==> src/hdl/rtpss_pkg.sv <==
`timescale 1ns / 1ps
// Shared types and constants for the RTP sender statistics scheduler.
// No dependencies.
package rtpss_pkg;

   typedef enum logic [1:0] {
      CMD_RTP_SENT = 2'd0,
      CMD_SR_SENT  = 2'd1,
      CMD_RR_BLOCK = 2'd2,
      CMD_QUERY    = 2'd3
   } cmd_type;

   localparam int unsigned CSR_IDX_W = 3;
   localparam logic [CSR_IDX_W-1:0] CSR_RESUBMIT = 3'd0;
   localparam logic [CSR_IDX_W-1:0] CSR_REPORT   = 3'd1;
   localparam logic [CSR_IDX_W-1:0] CSR_FAST     = 3'd2;
   localparam logic [CSR_IDX_W-1:0] CSR_LOSS_GAP = 3'd3;
   localparam logic [CSR_IDX_W-1:0] CSR_WINDOW   = 3'd4;

   localparam logic [31:0] RESUBMIT_RST = 32'd1000000000;
   localparam logic [31:0] REPORT_RST   = 32'd1000000000;
   localparam logic [31:0] FAST_RST     = 32'd20000000;
   localparam logic [31:0] LOSS_GAP_RST = 32'd500000000;
   localparam logic [31:0] WINDOW_RST   = 32'd1000000000;

   // One queued request, command decoded to one-hot kind flags, none set for a query
   typedef struct packed {
      logic        is_rtp;
      logic        is_sr;
      logic        is_rr;
      logic [63:0] now_ns;
      logic [15:0] seq_num;
      logic [15:0] packet_length;
      logic [15:0] header_length;
      logic [31:0] last_sr;
      logic [31:0] delay_since_sr;
      logic [31:0] receive_ntp32;
      logic [23:0] cumulative_loss;
      logic [31:0] ext_seq_received;
   } item_type;

   typedef struct packed {
      logic [31:0] resubmit;
      logic [31:0] report;
      logic [31:0] fast;
      logic [31:0] loss_gap;
      logic [31:0] window;
   } cfg_type;

   // Queue handshake between front and back
   typedef struct packed {
      logic valid;
      logic full;
   } q_stat_type;

   typedef struct packed {
      logic [62:0] time_to_report;
      logic [31:0] seq_extended;
      logic [31:0] packets_sent;
      logic [31:0] octets_sent;
      logic [31:0] rtt_ntp;
      logic [31:0] lost_delta;
      logic [31:0] received_delta;
      logic [63:0] report_period;
      logic        window_valid;
      logic [31:0] window_packets;
      logic [31:0] window_octets;
      logic [63:0] window_duration;
   } result_type;

endpackage

==> src/hdl/rtpss_back.sv <==
`timescale 1ns / 1ps
// Back end: applies one queued request per cycle, while the result register is
// free or being taken, to the stream state and registers the result. Depends on rtpss_pkg.
module rtpss_back #(
   parameter int unsigned EARLY_PACKET_COUNT = 4
) (
   input  logic                  clock,
   input  logic                  reset,
   input  rtpss_pkg::cfg_type    cfg,
   input  rtpss_pkg::item_type   item,
   input  rtpss_pkg::q_stat_type stat,
   output logic                  pop,
   output logic                  rsp_valid,
   input  logic                  rsp_ready,
   output rtpss_pkg::result_type rsp
);
   localparam logic [31:0] EarlyCount = 32'(EARLY_PACKET_COUNT);

   logic [31:0] pay_ff, pay_in, hdr_ff, hdr_in, rtcp_ff, rtcp_in;
   logic [31:0] pc_ff, pc_in, ext_ff, ext_in;
   logic [63:0] snap_t_ff, snap_t_in;
   logic [31:0] s_pay_ff, s_pay_in, s_hdr_ff, s_hdr_in, s_rtcp_ff, s_rtcp_in;
   logic [31:0] s_pc_ff, s_pc_in;
   logic [31:0] r_seq_ff, r_seq_in;
   logic [63:0] r_time_ff, r_time_in;
   logic [23:0] r_loss_ff, r_loss_in;
   logic [63:0] sr_t_ff, sr_t_in, sched_ff, sched_in;
   logic [31:0] lsr_loss_ff, lsr_loss_in, rtt_ff, rtt_in;
   logic        out_v_ff, out_v_in;
   rtpss_pkg::result_type res_ff, res_in;

   logic        seed;
   logic [31:0] ext_base;
   logic [15:0] step;
   logic [63:0] snap_base, wdiff, ahead, srdiff, dsched;
   logic        wclose;
   logic [31:0] lost_d;

   assign pop       = stat.valid && (!out_v_ff || rsp_ready);
   assign rsp_valid = out_v_ff;
   assign rsp       = res_ff;

   // apply the head request to the state
   always_comb begin
      pay_in = pay_ff; hdr_in = hdr_ff; rtcp_in = rtcp_ff; pc_in = pc_ff; ext_in = ext_ff;
      snap_t_in = snap_t_ff; s_pay_in = s_pay_ff; s_hdr_in = s_hdr_ff;
      s_rtcp_in = s_rtcp_ff; s_pc_in = s_pc_ff;
      r_seq_in = r_seq_ff; r_time_in = r_time_ff; r_loss_in = r_loss_ff;
      sr_t_in = sr_t_ff; sched_in = sched_ff; lsr_loss_in = lsr_loss_ff; rtt_in = rtt_ff;
      res_in = '0;

      seed      = (pay_ff == 32'd0);
      ext_base  = seed ? ({16'd0, item.seq_num} - 32'd1) : ext_ff;
      step      = item.seq_num - ext_base[15:0];
      snap_base = seed ? item.now_ns : snap_t_ff;
      wdiff     = item.now_ns - snap_base;
      wclose    = !wdiff[63] && (wdiff >= {32'd0, cfg.window});
      ahead     = sched_ff - item.now_ns;
      lost_d    = {8'd0, item.cumulative_loss} - {8'd0, r_loss_ff};

      if (item.is_rtp) begin
         if (seed) begin
            snap_t_in = item.now_ns;
            r_seq_in  = ext_base;
            r_time_in = item.now_ns;
         end
         pay_in = pay_ff + ({16'd0, item.packet_length} - {16'd0, item.header_length});
         hdr_in = hdr_ff + {16'd0, item.header_length};
         pc_in  = pc_ff + 32'd1;
         ext_in = (step != 16'd0 && !step[15]) ? ext_base + {16'd0, step} : ext_base;
         if (wclose) begin
            res_in.window_valid    = 1'b1;
            res_in.window_packets  = pc_in - s_pc_ff;
            res_in.window_octets   = (pay_in - s_pay_ff) + (hdr_in - s_hdr_ff)
                                     + (rtcp_ff - s_rtcp_ff);
            res_in.window_duration = wdiff;
            s_pay_in  = pay_in;
            s_hdr_in  = hdr_in;
            s_rtcp_in = rtcp_ff;
            s_pc_in   = pc_in;
            snap_t_in = item.now_ns;
         end
      end else if (item.is_sr) begin
         sr_t_in     = item.now_ns;
         sched_in    = item.now_ns + {32'd0, cfg.resubmit};
         lsr_loss_in = 32'd0;
         rtcp_in     = rtcp_ff + {16'd0, item.packet_length};
      end else if (item.is_rr) begin
         if (item.last_sr != 32'd0 && item.delay_since_sr != 32'd0) begin
            rtt_in = item.receive_ntp32 - item.last_sr - item.delay_since_sr;
            if (!ahead[63] && ahead > {32'd0, cfg.report})
               sched_in = item.now_ns + {32'd0, cfg.report};
         end else begin
            sched_in = item.now_ns + {32'd0, cfg.fast};
            rtt_in   = 32'd0;
         end
         res_in.lost_delta     = lost_d;
         res_in.received_delta = item.ext_seq_received - r_seq_ff;
         res_in.report_period  = item.now_ns - r_time_ff;
         lsr_loss_in = lsr_loss_ff + lost_d;
         r_loss_in   = item.cumulative_loss;
         r_seq_in    = item.ext_seq_received;
         r_time_in   = item.now_ns;
      end

      // time to next sender report from the updated state
      srdiff = item.now_ns - sr_t_in;
      dsched = sched_in - item.now_ns;
      if (sched_in == 64'd0)
         res_in.time_to_report = (pc_in > EarlyCount) ? 63'd0 : {31'd0, cfg.resubmit};
      else if (lsr_loss_in != 32'd0 && !lsr_loss_in[31] && !srdiff[63]
               && srdiff >= {32'd0, cfg.loss_gap})
         res_in.time_to_report = 63'd0;
      else
         res_in.time_to_report = dsched[63] ? 63'd0 : dsched[62:0];

      res_in.seq_extended = ext_in;
      res_in.packets_sent = pc_in;
      res_in.octets_sent  = pay_in + hdr_in;
      res_in.rtt_ntp      = rtt_in;

      out_v_in = pop ? 1'b1 : (rsp_ready ? 1'b0 : out_v_ff);
   end

   always_ff @(posedge clock) begin
      if (reset) begin
         pay_ff <= '0; hdr_ff <= '0; rtcp_ff <= '0; pc_ff <= '0; ext_ff <= '0;
         snap_t_ff <= '0; s_pay_ff <= '0; s_hdr_ff <= '0; s_rtcp_ff <= '0; s_pc_ff <= '0;
         r_seq_ff <= '0; r_time_ff <= '0; r_loss_ff <= '0;
         sr_t_ff <= '0; sched_ff <= '0; lsr_loss_ff <= '0; rtt_ff <= '0;
         out_v_ff <= 1'b0;
      end else begin
         out_v_ff <= out_v_in;
         if (pop) begin
            pay_ff <= pay_in; hdr_ff <= hdr_in; rtcp_ff <= rtcp_in; pc_ff <= pc_in;
            ext_ff <= ext_in; snap_t_ff <= snap_t_in; s_pay_ff <= s_pay_in;
            s_hdr_ff <= s_hdr_in; s_rtcp_ff <= s_rtcp_in; s_pc_ff <= s_pc_in;
            r_seq_ff <= r_seq_in; r_time_ff <= r_time_in; r_loss_ff <= r_loss_in;
            sr_t_ff <= sr_t_in; sched_ff <= sched_in; lsr_loss_ff <= lsr_loss_in;
            rtt_ff <= rtt_in;
         end
      end
   end

   // hold result until taken
   always_ff @(posedge clock) begin
      if (pop) res_ff <= res_in;
   end
endmodule
==> config.mk <==
export PLATFORM = sky130hd
export DESIGN_NAME = rtpss_back
export DESIGN_NICKNAME = d
export VERILOG_FILES = /design/src/hdl/rtpss_pkg.sv /design/src/hdl/rtpss_back.sv
export SDC_FILE = /design/constraint.sdc
export NUM_CORES = 2
export LEC_CHECK = 0
export BUFFER_PORTS_ARGS = -buffer_cell sky130_fd_sc_hd__buf_2
export CAP_MARGIN = 25
export CORE_MARGIN = 5
export CORE_UTILIZATION = 30
export DETAILED_ROUTE_END_ITERATION = 16
export PLACE_DENSITY_LB_ADDON = 0.05
export SYNTH_ARGS = -nofsm -noshare
export SYNTH_HDL_FRONTEND = slang
export SYNTH_SLANG_ARGS = --single-unit
==> constraint.sdc <==
create_clock -name clock -period 38.5 [get_ports clock]
set_clock_uncertainty 0.1 [all_clocks]
set_input_delay 3.85 -clock clock [delete_from_list [all_inputs] [get_ports clock]]
set_output_delay 3.85 -clock clock [all_outputs]
set_load 0.005 [all_outputs]
# --- Word level (Yosys, flattened, before mapping) ---
# Cells that the tools add are included.
classes:
  bitwise_logic: 3
  reduce_logical: 30
  magnitude_cmp: 4
  muxes: 37
  add_sub_neg: 28
  eq_ne: 2
ops:
  columns: ["cell", "n"]
  rows:
  - ["64-bit two-way mux", 13]
  - ["32-bit two-way mux", 18]
  - ["64-bit subtractor", 5]
  - ["32-bit subtractor", 7]
  - ["64-bit by 32-bit adder with 64-bit output", 3]
  - ["63-bit two-way mux", 3]
  - ["32-bit adder", 5]
  - ["129-bit two-way mux", 1]
  - ["64-bit by 32-bit greater-or-equal comparator with 1-bit output", 2]
  - ["32-bit by 16-bit adder with 32-bit output", 3]
  - ["32-bit nonzero test", 3]
  - ["64-bit by 32-bit greater-than comparator with 1-bit output", 1]
  - ["64-bit logical NOT", 1]
  - ["32-bit by 1-bit adder with 32-bit output, second input constant", 1]
  - ["32-bit by 3-bit greater-than comparator with 1-bit output, second input constant", 1]
  - ["32-bit logical NOT", 1]
  - ["24-bit by 24-bit subtractor with 25-bit output", 1]
  - ["16-bit by 1-bit subtractor with 17-bit output, second input constant", 1]
  - ["16-bit by 16-bit subtractor with 17-bit output", 1]
  - ["16-bit nonzero test", 1]
  - ["16-bit subtractor", 1]
  - ["1-bit logical AND", 8]
  - ["4-bit AND reduction", 2]
  - ["1-bit logical NOT", 6]
  - ["other kinds (8)", 15]
word_totals:
  regBits: 1113
  wordCells: 134
  output_inout_bits: 450

# --- Longest topological paths before layout ---
logic_depth:
  word_depth: 12
  mapped_depth: 52
  ltp_nobuf: 48

# --- Worst setup path after synthesis ---
# No wires, ideal clock.
synth_timing:
  path_type: "input port to output port"
  start: "in rsp_ready"
  end: "out pop"
  arrival_ns: 16.846
  required_ns: 34.550
  path_stages: 6
  slack_ns: 17.704
  path_cell_list: "nand2b_1 nand2_1 inv_1 clkbuf_1 clkbuf_1 clkbuf_1"
synth_between:
  elab_chain_cells: 2
synth_rtl:
  columns: ["element", "line", "text"]
  rows:
  - ["start: declaration", "rtpss_back.sv:14", "input logic rsp_ready,"]
  - ["1-bit logical OR", "rtpss_back.sv:39", "assign pop = stat.valid && (!out_v_ff || rsp_ready);"]
  - ["1-bit logical AND", "rtpss_back.sv:39", null]
  - ["end: declaration", "rtpss_back.sv:12", "output logic pop,"]
# No other way between the ends.

==> impl_metrics.toml <==
[critical_path]
critical_path.max_stage_delay_ns = 0.69
startpoint_type = "input port"
critPathRequiredTime_ns = 39.09
crit_path_end_kind = "flip-flop"
cp.arrival_ns = 18.40
cp_slowest_cell = "or4_4"
r2r-end = "rsp[407]$_DFFE_PP_"
critical_path_class = "input port to flip-flop"
r2r_start = "sched_ff[1]$_SDFFE_PP0P_"
rrSetupSlack_ns = 24.11
worst_r2r_path_depth = 49
worst_path_most_repeated_cell = "a21oi_1"
cp_max_fo = 50

[sta]
layout_setup_ws_ns = 20.69
relSlewSlack = 0.249
finalCritPeriodShare = 0.463
drv_slew = 0
rsz0062_at_grt = "no"
finalHoldViolCount = 0
post-route-min-period_ns = 17.81
setup_viol = 0
max_freq_mhz = 56.1
finalSetupTns_ns = 0
worst_slew_pin_slew_ns = 1.13

[clocking]
numCtsBuffers = 159
clock_sinks = 1106
post_cts_buffers = 0
clockBufferDepth = 4
cts_tree = "built"
cts-root-buf = "clkbuf_16"
clock_latency_ns = 0.86
cts_resized = 0
htree_levels = 4
ctsHoldBuffers = 0
cts.clk_slew.worst_paths_ns = 0.06

[die]
die_x_um = 560
core_area_mm2 = 0.302
start_util = 0.301
dieArea_mm2 = 0.314
rows = 202
pin_count = 882
die_h_um = 560

[placement]
io_buffers = 880
gp_congestion = 0.912
pre_cts_ws_ns = 19.85
hpwl_um = 304000

[logic_synthesis]
synthFlopType = "dfxtp_1"
netlist_area_mm2 = 0.0909
synth_area_leaders = "dfxtp_1 (15%), edfxtp_1 (15%), ha_1 (11%)"
ys_top_cells_by_count = "nor2_1 (1198), nand2_1 (1115), a21oi_1 (1037)"
synth.largest_area_cell = "dfxtp_1"
yosys.cell_types.count = 115
ys_ff_latch = 1106
synthCells = 11088
avgSynthCellArea_um2 = 8.20
synth_edf_count = 441
yosysWarnings = 0
ys_async_sr_fraction = 0
syn_nets = 12524
synth.most_common_cell = "nor2_1"
seq_area_frac_synth = 0.292
synth.top_cell.area_share = 0.146

[detailed_routing]
ant_nets = 0
routed_wl_um = 390000
wl_per_cell_um = 24.5
drc = 0
dr.pass1.iters = 6
via_count = 84174
avgViaCountPerCell = 5.29
drt_iter0_markers = 6280

[worst_hold_path]
holdPathStages = 2
hold_path_startpoint = "r_time_ff[16]$_SDFFE_PP0P_"
worstHoldEndpoint = "r_time_ff[16]$_SDFFE_PP0P_"
holdCritPathClass = "flip-flop to flip-flop"

[finish]
drive_gt1_frac = 0.120
area_delta_synth_final_pct = 15.5
finalNetCount = 13226

[global_routing]
first_global_vias = 82169
grt_usage = 0.237
antenna_found_initial = 69
grt_pass1_wl_um = 564000
grt_overflow_total = 0
grt_max_degree = 154

[power]
pwr_density_cell_mw_per_mm2 = 48.1
ir_worst_vdd_mv = 0.0398
p_leak_nw = 44.6

[run_status]
status = "completed"

[job]
cap_violations = 0
metrics by stage:
step	utilization	cells	total power, mW	area, um^2	hold WS (ns)
6_report	0.347	15918	5.05	105000	0.351
5_1_grt	0.347	15906	5.38	105000	0.366
4_1_cts	0.347	15896	5.13	105000	0.354
3_5_place_dp	0.330	15605	3.54	99600	0.346
3_3_place_gp	0.329	15598	3.54	99600	0.340
2_1_floorplan	-	11088	2.82	90900	0.332
worst max-delay path, delay by kind of cell:
kind | cells | cell delay, ns
and+or+nand+nor | 9 | 2.59
adders and majority gates | 3 | 0.99
xor gates and xnor gates | 2 | 0.29
AOI/OAI and AO/OA | 31 | 8.35
buffers and inverters | 6 | 2.10
cell usage in the layout (no fill, tap or decap), types with 62 or more instances in the layout:
cell       instances
and3_1           175
edfxtp_1         441
buf_2            880
dfxtp_1          665
and2_1            80
nand2b_1          83
o21ai_0          426
xnor2_1          489
nand4_1          105
a21oi_1         1035
a31oi_1           85
ha_1             831
clkbuf_16        162
o21a_1            96
fa_1             173
mux2_2            62
nor3_1           254
mux2i_1          280
a211oi_1         173
nor2b_1           89
or3_1             69
nor2_1          1189
buf_4            125
nand2_1         1107
nand3_1          212
o21bai_1         113
inv_1            928
a21o_1           304
xor2_1           292
kinds of logic (layout without fill, tap and decap cells):
family / after synthesis / in the layout / share of synthesized area
xor+xnor: 782 / 782 / 0.0754
mux: 342 / 342 / 0.0385
compound gates: 2846 / 2846 / 0.201
fa+ha+maj: 1004 / 1004 / 0.153
buf+inv: 1405 / 2237 / 0.0595
simple gates: 3602 / 3602 / 0.181
flops: 1106 / 1106 / 0.292
other cells: 1 / 21 / 0.0000413
metal layers:
metal	vias up	routed length, um	share of wire	global-route usage
met5	-	186	0.00048	0
met4	32	11900	0.030	0.0637
met3	516	22800	0.058	0.0406
met2	2350	182000	0.47	0.400
met1	40701	174000	0.44	0.313
li1	40575	-	-	-
worst max path at each step:
stage | from | endpoint | slack [ns]
after floorplan | rsp_ready | pop | 17.70
after global placement | item[201] | rsp[440]$_SDFFCE_PP0P_ | 19.76
after detailed placement | item[201] | rsp[440]$_SDFFCE_PP0P_ | 19.85
after CTS | item[201] | rsp[440]$_SDFFCE_PP0P_ | 20.72
after global routing | item[201] | rsp[407]$_DFFE_PP_ | 19.91
final | item[201] | rsp[407]$_DFFE_PP_ | 20.69
state kept, by name (all words and copies together), names as in the netlist, 64 cells and up:
name       count
rsp          441
snap_t_ff     64
r_time_ff     64
sched_ff      64
sr_t_ff       64
power by group:
| part | switching [mW] | total [mW] | internal (mW) |
|---|---|---|---|
| Clock | 0.616 | 1.53 | 0.914 |
| Combinational | 1.32 | 2.12 | 0.796 |
| Sequential | 0.0534 | 1.40 | 1.35 |
area by class of cell:
type                       instances  area (um^2)
fill                           31681       197000
antenna                           20         50.0
tap                             3978         4980
timing repair buffer            1013         5460
clock inverter                    61          752
sequential                      1106        26600
multi-input combinational       8577        59100
inverter                         933         3510
clock buffer                     230         4500
No activity file was read; power rests on OpenSTA's default activity.
