$ cat src/hdl/rtpss_pkg.sv
`timescale 1ns / 1ps
// Shared types and constants for the RTP sender statistics scheduler.
// No dependencies.
package rtpss_pkg;

   typedef enum logic [1:0] {
      CMD_RTP_SENT = 2'd0,
      CMD_SR_SENT  = 2'd1,
      CMD_RR_BLOCK = 2'd2,
      CMD_QUERY    = 2'd3
   } cmd_type;

   localparam int unsigned CSR_IDX_W = 3;
   localparam logic [CSR_IDX_W-1:0] CSR_RESUBMIT = 3'd0;
   localparam logic [CSR_IDX_W-1:0] CSR_REPORT   = 3'd1;
   localparam logic [CSR_IDX_W-1:0] CSR_FAST     = 3'd2;
   localparam logic [CSR_IDX_W-1:0] CSR_LOSS_GAP = 3'd3;
   localparam logic [CSR_IDX_W-1:0] CSR_WINDOW   = 3'd4;

   localparam logic [31:0] RESUBMIT_RST = 32'd1000000000;
   localparam logic [31:0] REPORT_RST   = 32'd1000000000;
   localparam logic [31:0] FAST_RST     = 32'd20000000;
   localparam logic [31:0] LOSS_GAP_RST = 32'd500000000;
   localparam logic [31:0] WINDOW_RST   = 32'd1000000000;

   // One queued request, command decoded to one-hot kind flags, none set for a query
   typedef struct packed {
      logic        is_rtp;
      logic        is_sr;
      logic        is_rr;
      logic [63:0] now_ns;
      logic [15:0] seq_num;
      logic [15:0] packet_length;
      logic [15:0] header_length;
      logic [31:0] last_sr;
      logic [31:0] delay_since_sr;
      logic [31:0] receive_ntp32;
      logic [23:0] cumulative_loss;
      logic [31:0] ext_seq_received;
   } item_type;

   typedef struct packed {
      logic [31:0] resubmit;
      logic [31:0] report;
      logic [31:0] fast;
      logic [31:0] loss_gap;
      logic [31:0] window;
   } cfg_type;

   // Queue handshake between front and back
   typedef struct packed {
      logic valid;
      logic full;
   } q_stat_type;

   typedef struct packed {
      logic [62:0] time_to_report;
      logic [31:0] seq_extended;
      logic [31:0] packets_sent;
      logic [31:0] octets_sent;
      logic [31:0] rtt_ntp;
      logic [31:0] lost_delta;
      logic [31:0] received_delta;
      logic [63:0] report_period;
      logic        window_valid;
      logic [31:0] window_packets;
      logic [31:0] window_octets;
      logic [63:0] window_duration;
   } result_type;

endpackage

$ cat src/hdl/rtpss_front.sv
`timescale 1ns / 1ps
// Front end: accepts requests, already decoded by the top level, and holds them
// in a two-entry queue. Depends on rtpss_pkg.
module rtpss_front (
   input  logic                 clock,
   input  logic                 reset,
   input  logic                 req_valid,
   output logic                 req_ready,
   input  rtpss_pkg::item_type  in_item,
   input  logic                 pop,
   output rtpss_pkg::item_type  head,
   output rtpss_pkg::q_stat_type stat
);
   rtpss_pkg::item_type q_ff [2];
   logic       wr_ptr_ff, wr_ptr_in;
   logic       rd_ptr_ff, rd_ptr_in;
   logic [1:0] fill_ff, fill_in;
   logic       push;

   assign req_ready = (fill_ff != 2'd2);
   assign push      = req_valid && req_ready;
   assign head      = q_ff[rd_ptr_ff];
   assign stat.valid = (fill_ff != 2'd0);
   assign stat.full  = (fill_ff == 2'd2);

   // advance pointers and fill count
   always_comb begin
      wr_ptr_in = push ? ~wr_ptr_ff : wr_ptr_ff;
      rd_ptr_in = pop ? ~rd_ptr_ff : rd_ptr_ff;
      fill_in   = fill_ff + {1'b0, push} - {1'b0, pop};
   end

   always_ff @(posedge clock) begin
      if (reset) begin
         wr_ptr_ff <= 1'b0;
         rd_ptr_ff <= 1'b0;
         fill_ff   <= 2'd0;
      end else begin
         wr_ptr_ff <= wr_ptr_in;
         rd_ptr_ff <= rd_ptr_in;
         fill_ff   <= fill_in;
      end
   end

   // hold payload
   always_ff @(posedge clock) begin
      if (push) q_ff[wr_ptr_ff] <= in_item;
   end
endmodule

$ cat config.mk
export PLATFORM = sky130hd
export DESIGN_NAME = rtpss_front
export DESIGN_NICKNAME = d
export VERILOG_FILES = /design/src/hdl/rtpss_pkg.sv /design/src/hdl/rtpss_front.sv
export SDC_FILE = /design/constraint.sdc
export NUM_CORES = 1
export LEC_CHECK = 0
export BUFFER_PORTS_ARGS = -buffer_cell sky130_fd_sc_hd__buf_2
export CAP_MARGIN = 15
export CORE_ASPECT_RATIO = 1.25
export CORE_UTILIZATION = 40
export CTS_CLUSTER_SIZE = 20
export DETAILED_ROUTE_END_ITERATION = 6
export GPL_TIMING_DRIVEN = 0
export PLACE_DENSITY = 0.61
export SYNTH_ARGS = -nofsm -noshare
export SYNTH_HDL_FRONTEND = slang
export SYNTH_SLANG_ARGS = --single-unit
export TNS_END_PERCENT = 30
$ cat constraint.sdc
create_clock -name clock -period 22.4 [get_ports clock]
set_input_delay 5.6 -clock clock [delete_from_list [all_inputs] [get_ports clock]]
set_output_delay 5.6 -clock clock [all_outputs]
set_load 0.05 [all_outputs]
Word-level counts from Yosys, hierarchy flattened
Memories as Yosys holds them, arrays and structs flattened. A register that Yosys moved wholly into a read port is not among the register bits.
Index checks and enable logic that the tools add are counted.

storage, ports and cells
  memories kept = 1
  bits in writable memories = 534
  output and inout bits = 270
  word-level logic and storage cells = 16
  input port bits = 271
  flip-flop bits (word level) = 4

memories
  memory  words  bits a word  read ports  clocked after memory_dff  write ports  line               RTL
  q_ff    2      267          1           1                         1            rtpss_front.sv:14  rtpss_pkg::item_type q_ff [2];

cells by class
  muxes and demuxes = 4
  bitwise gates (word level) = 2
  equality and inequality tests = 2
  $add $sub $neg = 2
  reductions and logical operators = 2

operator list
  kind                                         count
  two-way mux 1 bit                            4
  adder 2 x 1 -> 2 bit                         1
  equality test 2 bit (second input constant)  1
  != test 2 bit (second input constant)        1
  NOT 1 bit                                    2
  nonzero test 2 bit                           1
  subtractor 2 x 1 -> 2 bit                    1
  logical AND 1 bit                            1

Logic depth before layout (Yosys ltp)
Gate-level depths: netlist (run 1).

  depth after elaboration = 4
  depth in mapped cells = 8
  gate-level depth less buffers = 8

Least setup slack after synthesis (run 1)
No wires, ideal clock.

  path type = in2reg
  start = in req_valid
  end = mem q_ff[1][0] in the netlist's numbering (enable)
  cell stages on the path = 1
  path buffers = 0
  arrival time = 11729 ps
  required time = 21736 ps
  slack = 10007 ps
  setup time = 664 ps
  cells stage by stage = and3_1

on the way
  word-level cells in the longest chain between the ends = 3

RTL lines
  what                                     line               RTL
  start: declaration                       rtpss_front.sv:7   input logic req_valid,
  logical AND 1 bit                        rtpss_front.sv:21  assign push = req_valid && req_ready;
  two-way mux 1 bit                        rtpss_front.sv:47  if (push) q_ff[wr_ptr_ff] <= in_item;
  two-way mux 1 bit (implied by the code)  rtpss_front.sv:47
  end: declaration                         rtpss_front.sv:14

No other way between the ends.

==> impl_results.md, run 1 <==
* Status: complete, no violations
* Area grow syn2layout at 25.82%
* Unrepaired setup endpoints after global routing: false
* Total power at 2843 uW
* Final WL at 44020 um
* Fin crit period at 7.622 ns
* Die Wd at 204.2 um
* Critical path capture point type: primary output
* Max Cap Viol at 0
* CTS sink cnt at 539
* Die ar. at 0.05204 sq mm
* Pins Over Slew Limit at 0
* Placer Congestion at 0.7475
* Reg2Reg Depth at 5
* Cell Area, Synth at 0.02045 sq mm
* Clk slew on worst S/H paths at 0.06 ns
* Area leader, netlist: edfxtp_1
* Sequential share of the synthesized area at 78.90%
* Initial antenna violation count at 13
* Wire length per cell at 20.38 um
* P per Cell Area at 110.5 mW/mm^2
* Tcrit/Tclk final at 34.03%
* Worst Tran Pin Value at 0.8998 ns
* Die H at 254.8 um
* Later-pin clock latency in the skew report at 0.57 ns
* Final setup TNS at 0 ns
* Final Hold Fails at 0
* Pre-CTS WS at 14.62 ns
* CTS tree: built
* Share of cells above drive strength 1 at 61.07%
* Max-slew headroom at 40.02%
* Setup violators final at 0
* Synth unique cells at 19
* Synth Instances at 856
* 1st-iter DRT viols at 394
* Avg Vias per Cell at 4.667
* ANT nets after route at 0
* Worst Hold Path Cells at 2
* Worst Hold Class: flip-flop to flip-flop
* WHS at 0.5085 ns
* Post-CTS Setup Bufs at 0
* Clk_skew at 0.01529 ns
* Post-synth top flop: edfxtp_1
* Vias in the first global route at 10530
* Final Worst Setup Slack at 14.78 ns
* Cts bufs inserted at 53
* YS warnings at 0
* Worst vdd rail ir drop at 77.05 uV
* Detailed Routing Iterations Pass 1 at 4
* Hold_buf cts at 0
* Overflow after GRT at 0
* Hpwl dp at 31100 um
* Hold_sp: wr_ptr_ff
* Commonest cells in the netlist: edfxtp_1, mux2_4, mux2_2, buf_6, dfxtp_1
* Worst EP required at 16.80 ns
* Syn Area/Cell at 23.89 sq um
* Area of the core at 0.05042 sq mm
* Largest net degree at the start of global routing at 113
* DRC at 0
* Crit-path max FO at 10
* Global-route wire length before repair at 62270 um
* Syn nets at 1129
* Leakage power at 0.01010 uW
* H-tree depth at 2
* Clk root buf: clkbuf_16
* Nets at 1730
* Most common cell in the netlist: edfxtp_1
* IO buf count at 540
* CP Data Arrival Time at 2.02 ns
* Total Routing Usage GR at 16.13%
* Number of enable flip-flop cells after synthesis at 534
* Starting density of the core at 40.56%
* WS Path Type: flip-flop to primary output
* IO Pins at 541
* Yosys reg bits at 539
* DR vias at 10080
* Startpoint types: flip-flop
* Async set or reset register ratio after synthesis at 0%
* Bufs on Longest Clock Path at 3
* Worst flop-to-flop path startpoint: fill_ff[0]
* Num rows at 92
* Post-CTS Resized at 0
* Maximum achievable frequency at 131.2 MHz
* Synth top area share at 78.41%
* Area contributors post-synth: edfxtp_1, mux2_4, mux2_2
final timing paths:
path	slack, ns	to
min	0.51	wr_ptr_ff
max reg2reg	19.88	q_ff[0][165]
max	14.78	head[128]
min reg2reg	0.51	wr_ptr_ff
cell usage in the layout (no fill, tap or decap):
cell type   instances
ha_1                2
nor2_1              3
mux2_4            230
nand2b_2            1
xor2_1              1
bufinv_16           2
buf_2             543
buf_6              27
nor2b_1             1
clkbuf_16          53
clkinv_1           14
dfxtp_1             5
xnor2_1             2
clkinvlp_4          1
clkbuf_1           13
or3_1               1
nand2_1             1
inv_8               2
edfxtp_1          534
mux2_2             37
and3_4              1
clkinv_2            7
buf_16              6
a21oi_1             1
o21ai_0             1
clkinv_4            1
inv_1               3
diode_2             7
inv_6               1
or2_2               1
kinds of logic (layout without fill, tap and decap cells):
kind of cell | count (synthesis) | after routing | share of synthesized area, %
DFF | 539 | 539 | 78.90
other | 0 | 7 | 0
buffers and inverters | 34 | 673 | 1.634
and+or+nand+nor | 9 | 9 | 0.2387
muxes | 267 | 267 | 18.92
AOI/OAI and AO/OA | 2 | 2 | 0.04890
xor gates and xnor gates | 3 | 3 | 0.1285
adders and majority gates | 2 | 2 | 0.1223
state kept, by name, summed over array words and instances, names as in the netlist, named ones only:
signal and flops:
q_ff 534, wr_ptr_ff 1, rd_ptr_ff 1, fill_ff 2
critical path, stage by stage (launching register included):
cell	delay, ns
dfxtp_1	0.32
buf_6	0.12
buf_6	0.20
buf_6	0.22
mux2_4	0.34
buf_2	0.22
routing by layer:
layer,GRT usage [%],part of all wire (%)
met2,29.18,53
met3,6.248,9.4
met4,5.736,2.7
met1,16.86,35
met5,0,0.19
report_power, final:
group          internal (uW)  leakage [uW]  switching (uW)
clock                    456      0.000761             357
sequential              1270       0.00502            29.4
combinational            218       0.00431             515
total                   1940        0.0101             902
cell type report:
type	count	area (sq um)
Fill cell	4207	24690
Timing Repair Buffer	546	2868
Clock buffer	66	1375
Multi-Input combinational cell	283	3985
Antenna cell	7	17.52
Sequential cell	539	16140
Clock inverter	27	183.9
Inverter	4	22.52
Tap cell	658	823.3
Buffer	30	319.1
per-stage QoR:
| stage | util (%) | instance area [sq um] | instances |
|---|---|---|---|
| 3_5_place_dp | 47.91 | 24150 | 2060 |
| 6_report | 51.03 | 25730 | 2160 |
| 5_1_grt | 51.02 | 25720 | 2158 |
| 4_1_cts | 51.00 | 25710 | 2153 |
| 3_3_place_gp | 47.55 | 23980 | 2054 |
| 2_1_floorplan | - | 20450 | 856 |
(Power assumes the default switching activity.)
==> run 2, diff against run 1 <==
--- a/config.mk
+++ b/config.mk
@@ -12,7 +12,7 @@
 export CTS_CLUSTER_SIZE = 20
 export DETAILED_ROUTE_END_ITERATION = 6
 export GPL_TIMING_DRIVEN = 0
-export PLACE_DENSITY = 0.61
+export PLACE_DENSITY = 0.64
 export SYNTH_ARGS = -nofsm -noshare
 export SYNTH_HDL_FRONTEND = slang
 export SYNTH_SLANG_ARGS = --single-unit
==> constraint.sdc (replaced) <==
create_clock -name clock -period 6.7 [get_ports clock]
set_input_delay 1.675 -clock clock [delete_from_list [all_inputs] [get_ports clock]]
set_output_delay 1.675 -clock clock [all_outputs]
set_load 0.05 [all_outputs]
==> impl_results.md, run 2 (synthesis gave the netlist of run 1 again) <==
* Final Core Density at 51.02% (was 51.03%)
* Detailed Routing Iterations Pass 1 at 4 (unchanged)
* Worst vdd rail ir drop at 272.0 uV (was 77.05 uV)
* Area grow syn2layout at 25.80% (was 25.82%)
* Most frequent cells in the layout: buf_2, edfxtp_1, mux2_4 (unchanged)
* Nets at 1729 (was 1730)
* Final setup TNS at 0 ns (unchanged)
* CP Data Arrival Time at 2.08 ns (was 2.02 ns)
* P per Cell Area at 366.8 mW/mm^2 (was 110.5 mW/mm^2)
* Die Wd at 204.2 um (unchanged)
* Avg Vias per Cell at 4.609 (was 4.667)
* ANT nets after route at 0 (unchanged)
* Vias in the first global route at 10530 (about the same)
* Initial antenna violation count at 14 (was 13)
* Startpoint types: flip-flop (unchanged)
* Die ar. at 0.05204 sq mm (unchanged)
* Share of cells above drive strength 1 at 61.13% (was 61.07%)
* CTS sink cnt at 539 (unchanged)
* IO buf count at 540 (unchanged)
* Leakage power at 0.01009 uW (was 0.01010 uW)
* Tcrit/Tclk final at 56.07%
* Hold_buf cts at 0 (unchanged)
* Crit-path max FO at 10 (unchanged)
* Clk root buf: clkbuf_16 (unchanged)
* Reg2Reg Depth at 5 (unchanged)
* Unrepaired setup endpoints after global routing: false (unchanged)
* Global-route wire length before repair at 61680 um (was 62270 um)
* Wire length per cell at 20.16 um (was 20.38 um)
* Starting density of the core at 40.56% (unchanged)
* Largest net degree at the start of global routing at 122 (was 113)
* Fin crit period at 3.756 ns
* WS Path Type: flip-flop to primary output (unchanged)
* Critical path capture point type: primary output (unchanged)
* Grt met1 use at 17.61% (was 16.86%)
* H-tree depth at 2 (unchanged)
* Post-CTS Resized at 0 (unchanged)
* DRC at 0 (unchanged)
* Clk slew on worst S/H paths at 0.06 ns (about the same)
* Met2 usage at 28.64% (was 29.18%)
* DR vias at 9970 (was 10080)
* IO Pins at 541 (unchanged)
* Cts bufs inserted at 51 (was 53)
* Largest register by flop count: q_ff (unchanged)
* Status: complete, no violations (unchanged)
* Commonest non-fill, non-tap cell in the layout: buf_2 (unchanged)
* Maximum achievable frequency at 266.2 MHz
* Total Routing Usage GR at 15.94% (was 16.13%)
* Pins Over Slew Limit at 0 (unchanged)
* Placer Congestion at 0.7445 (was 0.7475)
* Max Cap Viol at 0 (unchanged)
* 1st-iter DRT viols at 382 (was 394)
* Max-slew headroom at 49.96% (was 40.02%)
* Worst EP required at 5.03 ns (was 16.80 ns)
* Num rows at 92 (unchanged)
* Later-pin clock latency in the skew report at 0.57 ns (about the same)
* Overflow after GRT at 0 (unchanged)
* Worst Hold Class: flip-flop to flip-flop (unchanged)
* Max reg flops at 534 (unchanged)
* Biggest regs: q_ff (534), fill_ff (2) (unchanged)
* Final WL at 43600 um (was 44020 um)
* Bufs on Longest Clock Path at 3 (unchanged)
* Setup violators final at 0 (unchanged)
* Die H at 254.8 um (unchanged)
* Area of the core at 0.05042 sq mm (unchanged)
* GR peak layer: met2 (unchanged)
* Global Route met3 Usage at 4.702% (was 6.248%)
* CTS tree: built (unchanged)
* Worst Hold Path Cells at 2 (unchanged)
* Final Hold Fails at 0 (unchanged)
* Worst Tran Pin Value at 0.7507 ns (was 0.8998 ns)
* Hpwl dp at 30840 um (was 31100 um)
* Post-CTS Setup Bufs at 0 (unchanged)
* Clk_skew at 0.01826 ns (was 0.01529 ns)
run 2: changes by cell type in the layout (fill, tap and decap cells not counted):
| cell | before | now |
|---|---|---|
| buf_16 | 6 | 7 |
| bufinv_16 | 2 | 1 |
| clkbuf_1 | 13 | 12 |
| clkinv_1 | 14 | 13 |
| clkinv_4 | 1 | 2 |
| clkinvlp_4 | 1 | 0 |
| diode_2 | 7 | 13 |
| inv_8 | 2 | 1 |
run 2: cell type report:
type | instances | area (sq um)
Timing Repair Buffer | 547 | 2895
Sequential cell | 539 | 16140
Antenna cell | 13 | 32.53
Inverter | 4 | 22.52
Fill cell | 4189 | 24690
Clock buffer | 65 | 1371
Clock inverter | 24 | 140.1
Buffer | 30 | 319.1
Tap cell | 658 | 823.3
Multi-Input combinational cell | 283 | 3985
run 2: metal layers:
metal / wire length, um / up-vias
li1: - / 4644
met3: 3217 / 68
met5: 17 / -
met4: 1109 / 2
met2: 23380 / 340
met1: 15880 / 4916
run 2: path summary, 6_finish.rpt:
check                  start           end  slack, ns
setup / recovery   flip-flop     head[183]       2.94
hold reg to reg    wr_ptr_ff     wr_ptr_ff       0.49
setup reg to reg  fill_ff[0]  q_ff[0][127]       4.28
hold / removal     wr_ptr_ff     wr_ptr_ff       0.49
run 2: where the power goes:
group | leakage, uW | internal [uW] | switching (uW)
Clock | 0.000742 | 1480 | 1170
Combinational | 0.00433 | 734 | 1720
Sequential | 0.00502 | 4230 | 100
Total | 0.0101 | 6440 | 2990
run 2: critical path, cell delays in order (launching register included):
cell     delay (ns)
dfxtp_1        0.32
buf_6          0.15
buf_6          0.22
buf_6          0.22
mux2_4         0.36
buf_2          0.22
run 2: stage by stage:
| step | area (sq um) | setup WS [ns] | hold WS [ns] | instances | total power, uW |
|---|---|---|---|---|---|
| floorplan | 20450 | -1.143 | 0.4515 | 856 | 6370 |
| global placement | 23980 | -4.355 | 0.4823 | 2054 | 6983 |
| detailed placement | 24180 | 3.050 | 0.4845 | 2061 | 6893 |
| CTS | 25690 | 2.832 | 0.4944 | 2150 | 9548 |
| global route | 25710 | 2.822 | 0.5798 | 2159 | 9772 |
| finish | 25720 | 2.944 | 0.4929 | 2163 | 9436 |
==> run 3, diff against run 2 <==
--- a/config.mk
+++ b/config.mk
@@ -5,6 +5,7 @@
 export SDC_FILE = /design/constraint.sdc
 export NUM_CORES = 1
 export LEC_CHECK = 0
+export ABC_AREA = 1
 export BUFFER_PORTS_ARGS = -buffer_cell sky130_fd_sc_hd__buf_2
 export CAP_MARGIN = 15
 export CORE_ASPECT_RATIO = 1.25
==> constraint.sdc (replaced) <==
create_clock -name clock -period 3.1 [get_ports clock]
set_input_delay 0.775 -clock clock [delete_from_list [all_inputs] [get_ports clock]]
set_output_delay 0.775 -clock clock [all_outputs]
set_load 0.05 [all_outputs]
==> impl_results.md, run 3 <==
* Status: complete, no violations (unchanged)
* Syn nets at 1137 (was 1129)
* Reg2Reg Depth at 7 (was 5)
* IO Pins at 541 (unchanged)
* Tcrit/Tclk final at 90.53%
* Routed wl met3 at 3161 um (was 3217 um)
* Met2 WL at 24270 um (was 23380 um)
* Fill count at 4162 (was 4189)
* Crit-path max FO at 10 (unchanged)
* Post-CTS Resized at 0 (unchanged)
* Largest register by flop count: q_ff (unchanged)
* Bufs on Longest Clock Path at 3 (unchanged)
* Switching Fraction at 29.01% (was 31.71%)
* Wire length per cell at 20.38 um (was 20.16 um)
* Num rows at 92 (unchanged)
* YS warnings at 0 (unchanged)
* Area contributors post-synth: edfxtp_1, mux2_4, mux2_2 (unchanged)
* Final WL at 44470 um (was 43600 um)
* Global-route wire length before repair at 62660 um (was 61680 um)
* Adder-cell share of the synthesized area at 0.1223% (was 0.1224%)
* Async set or reset register ratio after synthesis at 0% (unchanged)
* Post-synth top flop: edfxtp_1 (unchanged)
* Later-pin clock latency in the skew report at 0.58 ns (was 0.57 ns)
* Share of cells above drive strength 1 at 61.15% (was 61.13%)
* WHS at 0.3833 ns (was 0.4929 ns)
* Final Core Density at 51.64% (was 51.02%)
* P per Cell Area at 730.2 mW/mm^2 (was 366.8 mW/mm^2)
* Clk slew on worst S/H paths at 0.06 ns (about the same)
* Reg power frac at 46.7% (was 45.9%)
* Vias in the first global route at 10640 (was 10530)
* Logic pwr share at 21.5% (was 26.0%)
* Synth top area share at 78.39% (was 78.41%)
* Initial antenna violation count at 10 (was 14)
* Pins Over Slew Limit at 0 (unchanged)
* Commonest cells in the netlist: edfxtp_1, mux2_4, mux2_2, buf_6, inv_1 (was edfxtp_1, mux2_4, mux2_2, buf_6, dfxtp_1)
* Synth Instances at 864 (was 856)
* Number of enable flip-flop cells after synthesis at 534 (unchanged)
* Critical path capture point type: primary output (unchanged)
* NetSw at 5515 uW (was 2992 uW)
* Compound-cell area share of the yosys netlist at 0.04893% (was 0.04895%)
* Area leader, netlist: edfxtp_1 (unchanged)
* DR vias at 10170 (was 9970)
* Post-synthesis xor/xnor area fraction at 0.04281% (was 0.1285%)
* Largest family of logic cells by synthesized area: multiplexers (unchanged)
* Clk pwr share at 31.8% (was 28.0%)
* Avg Vias per Cell at 4.659 (was 4.609)
* Syn Area/Cell at 23.68 sq um (was 23.89 sq um)
* Die H at 254.8 um (about the same)
* Hold Path Sink: q_ff[0][20] (was wr_ptr_ff)
* Most common cell in the netlist: edfxtp_1 (unchanged)
* Mux contribution to synthesized area at 18.92% (about the same)
* Starting density of the core at 40.57% (was 40.56%)
* Multi-input logic area at 0.004011 sq mm (was 0.003985 sq mm)
* Hpwl dp at 32180 um (was 30840 um)
* Biggest regs: q_ff (534), fill_ff (2) (unchanged)
* Worst Hold Path Cells at 1 (was 2)
* 1st-iter DRT viols at 483 (was 382)
* Synth unique cells at 13 (was 19)
* Placer Congestion at 0.7318 (was 0.7445)
* IO buf count at 540 (unchanged)
* Max reg flops at 534 (unchanged)
* CTS sink cnt at 539 (unchanged)
* M1 wire length at 16040 um (was 15880 um)
* CTS tree: built (unchanged)
* Reg2reg setup slack at 0.87 ns (was 4.28 ns)
* Reg area at 0.01614 sq mm (unchanged)
* Overflow after GRT at 0 (unchanged)
* Hold_sp: in_item[20] (was wr_ptr_ff)
* Final Hold Fails at 0 (unchanged)
* Cell Area, Synth at 0.02046 sq mm (was 0.02045 sq mm)
* Most frequent cells in the layout: buf_2, edfxtp_1, mux2_4 (unchanged)
* Clk root buf: clkbuf_16 (unchanged)
* Startpoint types: flip-flop (unchanged)
* Largest net degree at the start of global routing at 41 (was 122)
* Total Routing Usage GR at 16.10% (was 15.94%)
* Clk_skew at 0.01111 ns (was 0.01826 ns)
* Max-slew headroom at 69.71% (was 49.96%)
* Max Cap Viol at 0 (unchanged)
* WS Path Type: flip-flop to primary output (unchanged)
* DRC at 0 (unchanged)
* Cell internal pwr at 13500 uW (was 6444 uW)
* Area grow syn2layout at 27.28% (was 25.80%)
* Sequential share of the synthesized area at 78.87% (was 78.90%)
* Fin crit period at 2.807 ns
* H-tree depth at 2 (unchanged)
* Cts bufs inserted at 53 (was 51)
* Die ar. at 0.05206 sq mm (was 0.05204 sq mm)
* R2r endpoint: q_ff[1][31] (was q_ff[0][127])
* Synth Area in Simple Gates at 0.2875% (was 0.2386%)
* Worst vdd rail ir drop at 526.2 uV (was 272.0 uV)
* Worst Tran Pin Value at 0.4534 ns (was 0.7507 ns)
* Hold_buf cts at 0 (unchanged)
* Post-CTS Setup Bufs at 0 (unchanged)
* Unrepaired setup endpoints after global routing: false (unchanged)
* Setup violators final at 0 (unchanged)
* Commonest non-fill, non-tap cell in the layout: buf_2 (unchanged)
* CP Data Arrival Time at 2.03 ns (was 2.08 ns)
* Maximum achievable frequency at 356.3 MHz
* Worst flop-to-flop path startpoint: fill_ff[0] (unchanged)
* Detailed Routing Iterations Pass 1 at 4 (unchanged)
* Nets at 1750 (was 1729)
* Worst Hold Class: input pin to flip-flop (was flip-flop to flip-flop)
* Design area at 0.02604 sq mm (was 0.02572 sq mm)
* Area of the core at 0.05042 sq mm (unchanged)
* Leakage power at 0.01021 uW (was 0.01009 uW)
* Yosys reg bits at 539 (unchanged)
* Worst EP required at 2.32 ns (was 5.03 ns)
* Die Wd at 204.3 um (was 204.2 um)
* ANT nets after route at 0 (unchanged)
* Placed Area at 0.02439 sq mm (was 0.02418 sq mm)
* Highest Signal Layer: met5 (unchanged)
-- run 3: cell count changes in the layout (fill, tap and decap cells not counted), sizes merged, moves of 2 or more --
cell      delta
clkinvlp     +4
diode        -5
nand3        +2
inv          +5
bufinv       +2
nor2         +3
nand2        +6
buf         +11
-- run 3: layer usage --
layer / GRT usage [%] / up-vias
met3: 4.647 / 62
met4: 5.778 / 4
met2: 29.54 / 348
li1: - / 4675
met5: 0 / -
met1: 17.55 / 5077
-- run 3: worst max-delay path by stage --
stage               slack, ns      endpoint  cells past startpoint      start
floorplan               -2.13    q_ff[1][0]                      2  req_valid
CTS                      0.19     head[226]                      5  flip-flop
global placement        -4.88   q_ff[1][73]                      3  req_valid
detailed placement       0.48  q_ff[1][130]                      6  req_valid
finish                   0.29     head[226]                      5  flip-flop
global route             0.18     head[226]                      5  flip-flop
-- run 3: through the flow --
stage | instances | TNS (ns) | setup WS, ns | power [uW]
final | 2182 | 0 | 0.2935 | 19010
after global routing | 2180 | 0 | 0.1815 | 19670
after CTS | 2174 | 0 | 0.1876 | 19270
after detailed placement | 2080 | 0 | 0.4820 | 13160
after global placement | 2062 | -2517.69 | -4.883 | 13130
after floorplan | 864 | -1133.84 | -2.127 | 12140
-- run 3: worst max-delay path, cell delays in order (launching register included) --
cell and delay (ns):
dfxtp_1 0.33, buf_6 0.13, buf_6 0.22, buf_6 0.21, mux2_4 0.33, buf_2 0.22
-- run 3: logic make-up after synthesis --
group / count (synthesis)
DFF: 539
muxes: 267
buffers and inverters: 38
and+or+nand+nor: 15
AOI/OAI and AO/OA: 2
adders and majority gates: 2
xor gates and xnor gates: 1
-- run 3: cell type report --
type	count	area share (%)
multi-input cells	287	15.41
diodes	8	0.07689
clock inverters	30	0.8506
flip-flops and latches	539	61.97
clock buffers	64	5.416
plain buffers	30	1.225
inverters	8	0.1297
well taps	658	3.162
repair buffers	558	11.76
-- run 3: power by group through the flow --
stage | sequential, uW | clock [uW] | combinational (uW)
after global routing | 8910 | 6500 | 4260
after CTS | 8880 | 6250 | 4140
after global placement | 9160 | 0 | 3960
after floorplan | 9080 | 0 | 3060
after detailed placement | 9030 | 0 | 4130
final | 8870 | 6050 | 4090
